## src/hw/rtl/tfd_pkg.sv

```systemverilog
// ----------------------------------------------------------------------------
// tfd_pkg
// types, constants and the address decode shared by the frame deframer
// ----------------------------------------------------------------------------
`default_nettype none

package tfd_pkg;

  localparam int unsigned WinDepth = 6;

  localparam logic [7:0]  DelimStart     = 8'hA5;
  localparam logic [7:0]  DelimEnd       = 8'h5A;
  localparam logic [7:0]  CmdWrite       = 8'h0A;
  localparam logic [15:0] VoltLimitReset = 16'd6000;
  localparam logic [3:0]  SlotInputVolt  = 4'd0;

  typedef struct packed {
    logic       hit;
    logic [3:0] slot;
  } slot_map_t;

  typedef struct packed {
    logic        delimiters_found;
    logic        checksum_good;
    logic        write_valid;
    logic [3:0]  target_slot;
    logic [15:0] slot_value;
  } result_t;

  function automatic slot_map_t slot_of_address(input logic [7:0] addr);
    slot_map_t m;
    logic [7:0] d;
    m = '0;
    d = '0;
    case (addr) inside
      [8'd8:8'd13]: begin
        d = addr - 8'd8;
        m.hit = 1'b1;
        m.slot = d[3:0];
      end
      [8'd16:8'd18]: begin
        d = addr - 8'd10;
        m.hit = 1'b1;
        m.slot = d[3:0];
      end
      default: begin
        m = '0;
      end
    endcase
    return m;
  endfunction

endpackage

`default_nettype wire

```

## src/hw/rtl/telemetry_frame_deframer_unit.sv

```systemverilog
// ----------------------------------------------------------------------------
// telemetry_frame_deframer_unit
// sliding seven-byte frame detector with checksum check and telemetry decode
// ----------------------------------------------------------------------------
// output: each accepted byte's result word is registered in the output or skid register
// throughput: one byte per cycle while the skid register is empty, set by the single
//   register stage and a two-deep output buffer (output register plus skid register)
// reset: synchronous; clears the byte window, the output and skid valid flags,
//   and loads the input voltage limit with 6000
`default_nettype none

module telemetry_frame_deframer_unit (
  input  wire logic        clk,
  input  wire logic        rst,
  input  wire logic        cfg_we,
  input  wire logic [15:0] cfg_wdata,
  input  wire logic        s_axis_tvalid,
  output logic             s_axis_tready,
  input  wire logic [7:0]  s_axis_tdata,   // rx_byte
  output logic             m_axis_tvalid,
  input  wire logic        m_axis_tready,
  output logic [23:0]      m_axis_tdata,   // target_slot[3:0], slot_value[19:4], zero pad
  output logic [2:0]       m_axis_tuser    // delimiters_found, checksum_good, write_valid
);

  logic [7:0]  win [tfd_pkg::WinDepth];
  logic [15:0] volt_limit;

  tfd_pkg::result_t res_next;
  tfd_pkg::result_t out_res;
  tfd_pkg::result_t skid_res;
  logic             out_valid;
  logic             skid_valid;

  logic             accept;
  logic             pop;
  logic [7:0]       sum;
  logic [15:0]      value;
  tfd_pkg::slot_map_t smap;

  assign accept = s_axis_tvalid && s_axis_tready;
  assign pop    = m_axis_tvalid && m_axis_tready;

  assign s_axis_tready = !skid_valid;
  assign m_axis_tvalid = out_valid;
  assign m_axis_tdata  = {4'b0000, out_res.slot_value, out_res.target_slot};
  assign m_axis_tuser  = {out_res.write_valid, out_res.checksum_good,
                          out_res.delimiters_found};

  // frame decode on window plus the incoming byte
  always_comb begin
    sum   = win[1] + win[2] + win[3] + win[4];
    value = {win[4], win[3]};
    smap  = tfd_pkg::slot_of_address(win[2]);
    res_next = '0;
    if (win[0] == tfd_pkg::DelimStart && s_axis_tdata == tfd_pkg::DelimEnd) begin
      res_next.delimiters_found = 1'b1;
      if (win[5] == sum) begin
        res_next.checksum_good = 1'b1;
        if (win[1] == tfd_pkg::CmdWrite && smap.hit) begin
          res_next.write_valid = 1'b1;
          res_next.target_slot = smap.slot;
          if (smap.slot == tfd_pkg::SlotInputVolt && value > volt_limit) begin
            res_next.slot_value = '0;
          end else begin
            res_next.slot_value = value;
          end
        end
      end
    end
  end

  always_ff @(posedge clk) begin
    if (rst) begin
      volt_limit <= tfd_pkg::VoltLimitReset;
    end else if (cfg_we) begin
      volt_limit <= cfg_wdata;
    end
  end

  always_ff @(posedge clk) begin
    if (rst) begin
      for (int i = 0; i < tfd_pkg::WinDepth; i++) begin
        win[i] <= '0;
      end
    end else if (accept) begin
      for (int i = 0; i < tfd_pkg::WinDepth - 1; i++) begin
        win[i] <= win[i+1];
      end
      win[tfd_pkg::WinDepth-1] <= s_axis_tdata;
    end
  end

  // output register with skid stage
  always_ff @(posedge clk) begin
    if (rst) begin
      out_valid  <= 1'b0;
      skid_valid <= 1'b0;
    end else if (accept) begin
      if (!out_valid || pop) begin
        out_valid <= 1'b1;
      end else begin
        skid_valid <= 1'b1;
      end
    end else if (pop) begin
      if (skid_valid) begin
        skid_valid <= 1'b0;
      end else begin
        out_valid <= 1'b0;
      end
    end
  end

  always_ff @(posedge clk) begin
    if (accept) begin
      if (!out_valid || pop) begin
        out_res <= res_next;
      end else begin
        skid_res <= res_next;
      end
    end else if (pop && skid_valid) begin
      out_res <= skid_res;
    end
  end

  a_skid_needs_out: assert property (@(posedge clk) disable iff (rst)
    skid_valid |-> out_valid)
    else $error("skid word held while output register empty");

  a_out_holds: assert property (@(posedge clk) disable iff (rst)
    (out_valid && !m_axis_tready) |=> (out_valid && $stable(out_res)))
    else $error("stalled output word changed");

  a_write_implies_good: assert property (@(posedge clk) disable iff (rst)
    (out_valid && out_res.write_valid) |->
      (out_res.checksum_good && out_res.delimiters_found))
    else $error("write flagged without a good delimited frame");

  a_no_frame_zero: assert property (@(posedge clk) disable iff (rst)
    (out_valid && !out_res.write_valid) |->
      (out_res.target_slot == '0 && out_res.slot_value == '0))
    else $error("slot fields nonzero without a write");

endmodule

`default_nettype wire

```

## config.mk

```make
export PLATFORM = sky130hd
export DESIGN_NAME = telemetry_frame_deframer_unit
export DESIGN_NICKNAME = d
export VERILOG_FILES = /design/src/hw/rtl/tfd_pkg.sv /design/src/hw/rtl/telemetry_frame_deframer_unit.sv
export SDC_FILE = /design/constraint.sdc
export NUM_CORES = 1
export LEC_CHECK = 0
export ABC_AREA = 1
export BUFFER_PORTS_ARGS = -buffer_cell sky130_fd_sc_hd__clkbuf_2
export CAP_MARGIN = 20
export CORE_MARGIN = 2
export CORE_UTILIZATION = 59
export CTS_CLUSTER_SIZE = 20
export DETAILED_ROUTE_END_ITERATION = 10
export GPL_TIMING_DRIVEN = 0
export PLACE_DENSITY = 0.82
export SYNTH_ARGS = -nofsm -noshare
export SYNTH_HDL_FRONTEND = slang
export SYNTH_SLANG_ARGS = --single-unit
```

## constraint.sdc

```tcl
create_clock -name clk -period 4.9 [get_ports clk]
set_clock_uncertainty 0.1 [all_clocks]
set_input_delay 0.98 -clock clk [delete_from_list [all_inputs] [get_ports clk]]
set_output_delay 0.98 -clock clk [all_outputs]
set_load 0.02 [all_outputs]
```

==> metrics.yaml <==
status:
  outcome: "complete, no violations"
setup_path:
  reg2reg_to: "m_axis_tdata[14]"
  slowest_delay_ps: 520
  cp.buffers_inverters: 3
  critPathLaunch: "win[2][1]"
  crit_path_top_delay_cell: "edfxtp_1"
  start_kind: "flop"
  cp_data_required_time_ps: 5050
  critPathCapture: "m_axis_tdata[14]"
  path_cells: "fa_1 -> inv_1 -> fa_1 -> inv_1 -> ha_1 -> fa_1 -> xnor2_1 -> nand2_1 -> nor2_2 -> nand3_1 -> nor2_2 -> nand3_4 -> nor2_8 -> buf_12 -> nand2_2 -> a21oi_2"
  cp-end-kind: "flop"
  reg2reg_slack_ps: 900
  cp_top_family: "adder cells"
  reg2reg_from: "win[2][1]"
  cp.depth: 16
  rr_worst_depth: 16
  path_common_cell: "fa_1"
  arrival_ps: 4150
  critical_path_class: "reg -> reg"
  cp_max_fo: 10
logic_synthesis:
  synthArstFlopShare_pct: 0
  yosysSeqAreaShare_pct: 53.5
  synth_flop_cell: "edfxtp_1"
  netlist_area_sq_um: 5940
  avgSynthCellArea_sq_um: 9.47
  synth-seq-cells: 112
  synth_edf_count: 94
  synthCells: 628
  yosysUniqueCellTypes: 38
  ys_warn_count: 0
power_and_ir_drop:
  intPower_uw: 1490
  leakage_uw: 0.00314
  p_comb_share_pct: 23.8
  p_sw_share_pct: 32.9
  p_clk_share_pct: 24.5
  peakVddDrop_v: 0.000244
  power_frac_seq_pct: 51.7
  p_per_area_nw_per_um2: 335
  switching_power_uw: 728
  p_total_uw: 2210
cells_and_area:
  final_common_cell: "inv_1"
  layout-drive-gt1-share_pct: 15.5
  fin_util_pct: 67.7
  nFillCells: 745
  final_cell_mix: "116 x inv_1, 100 x nor2_1, 95 x nand2_1, 94 x edfxtp_1, 52 x clkbuf_2"
  syn2layout_area_growth_pct: 11.3
  fin_nets: 765
  fin_area_sq_um: 6620
  stdcell_count: 834
  antenna-diode-count: 0
die:
  initial_core_util_pct: 60.8
  placementRows: 36
  core_area_sq_um: 9770
  die_w_um: 104
  die-area_sq_um: 10900
  num_io_pins: 58
  die-height_um: 104
sta:
  rsz0062_at_grt: "false"
  hold_viol_final: 0
  worstMarginPinSlew_ps: 809
  fin_crit_ps: 4000
  period_share_pct: 81.7
  fin_tns_setup_ps: 0
  slew_headroom_pct: 45.8
  setup_violations: 0
  drv_slew: 0
  max_freq_mhz: 250
clock_network:
  cts_buffer_depth: 2
  cts_buffers: 9
  cts_tree: "built"
  cts_resized: 0
  clock_latency_ps: 380
  clkSinkCount: 112
  clk_pin_slew_worst_paths_ps: 120
  post-cts-setup-buffer-count: 0
  hold_buffers: 0
  cts_root_buf: "clkbuf_8"
  htree_levels: 3
route:
  drc: 0
  wl_per_cell_um: 14.9
  viasPerCell: 5.29
  dr.pass1.iters: 6
  ant_nets: 0
  vias: 4409
  drt_iter0_drc: 389
  drt-total-wl_um: 12400
global_routing:
  grt_pass1_wl_um: 20500
  overflow: 0
  grt_start_max_net_pins: 32
  track_usage_pct: 24.0
  first_global_vias: 4405
  antenna_found_initial: 0
placed_design:
  dpl_cell_area_sq_um: 6420
  dp.cells: 818
  io_buffers: 52
  dp_hpwl_um: 9680
  gp_congestion: 0.878
flow_run:
  maxCapViolCount: 0
min_path:
  min_path_type: "reg -> reg"
-- how the worst min path moves through the flow --
stage | cells after the start | end | from | slack, ps
after detailed placement | 2 | volt_limit[15] | volt_limit[15] | 370
after global routing | 2 | volt_limit[12] | volt_limit[12] | 400
after CTS | 2 | volt_limit[15] | volt_limit[15] | 390
final | 2 | volt_limit[13] | volt_limit[13] | 380
after global placement | 2 | volt_limit[3] | volt_limit[3] | 360
after floorplan | 2 | volt_limit[15] | volt_limit[15] | 330
-- registers in the layout (all words and copies together) (netlist names) --
name           flops
m_axis_tdata      20
m_axis_tuser       3
m_axis_tvalid      1
skid_res          23
skid_valid         1
volt_limit        16
win               48
-- metrics by stage --
step,worst slack [ps],hold WS (ps)
after floorplan,1290,333
after global placement,837,357
after detailed placement,928,371
after CTS,904,389
after global routing,675,400
final,895,383
-- cells in the mapped netlist, drive strengths merged, types with 2 or more instances --
master / number / area share (%)
dfxtp: 18 / 6.1
nand2: 105 / 7.0
nor2: 104 / 7.1
xnor2: 4 / 0.59
a21oi: 46 / 4.4
or2: 3 / 0.32
ha: 26 / 5.5
clkbuf: 10 / 0.63
nor3: 10 / 1.1
nand3: 22 / 2.1
buf: 9 / 1.2
edfxtp: 94 / 47
fa: 14 / 4.7
xor2: 3 / 0.44
inv: 119 / 7.5
o21ai: 21 / 1.8
nand4: 10 / 1.1
nand3b: 2 / 0.25
-- cell type report --
cell class	count	area (sq um)	area share, %
Clock buffer	9	124	1.87
Buffer	19	108	1.63
Multi-Input combinational cell	380	2220	33.6
Clock inverter	7	71.3	1.08
Tap cell	133	166	2.52
Sequential cell	112	3180	48.1
Timing Repair Buffer	54	292	4.41
Inverter	120	450	6.81
-- power groups by stage --
stage,logic [uW],registers [uW],clock network [uW]
5_1_grt,597,1150,582
2_1_floorplan,361,1180,0
3_3_place_gp,494,1160,0
6_report,527,1140,543
4_1_cts,526,1140,548
3_5_place_dp,519,1170,0
-- logic make-up (layout without fill, tap and decap cells) --
logic type | count (synthesis) | after routing | share of synthesized area (%)
other cells | 1 | 4 | 0.0631
compound gates | 70 | 70 | 6.59
xor+xnor | 7 | 7 | 1.03
fa+ha+maj | 40 | 40 | 10.2
flops | 112 | 112 | 53.5
buf+inv | 139 | 209 | 9.39
simple gates | 259 | 259 | 19.2
-- routing by layer --
layer	global-route usage [%]	routed length, um	vias up	share of wire [%]
met5	0	0	-	0
met4	7.05	228	0	1.8
met3	4.70	733	24	5.9
met2	42.3	6370	160	51
met1	29.9	5060	2087	41
li1	-	-	2138	-
-- worst register-to-register path, delay by kind of cell, from the launching register on --
kind	cells	cell delay (ps)
flops	1	520
simple gates	7	870
buf+inv	3	270
fa+ha+maj	4	1750
xor+xnor	1	220
compound gates	1	130
(Power assumes the default switching activity.)
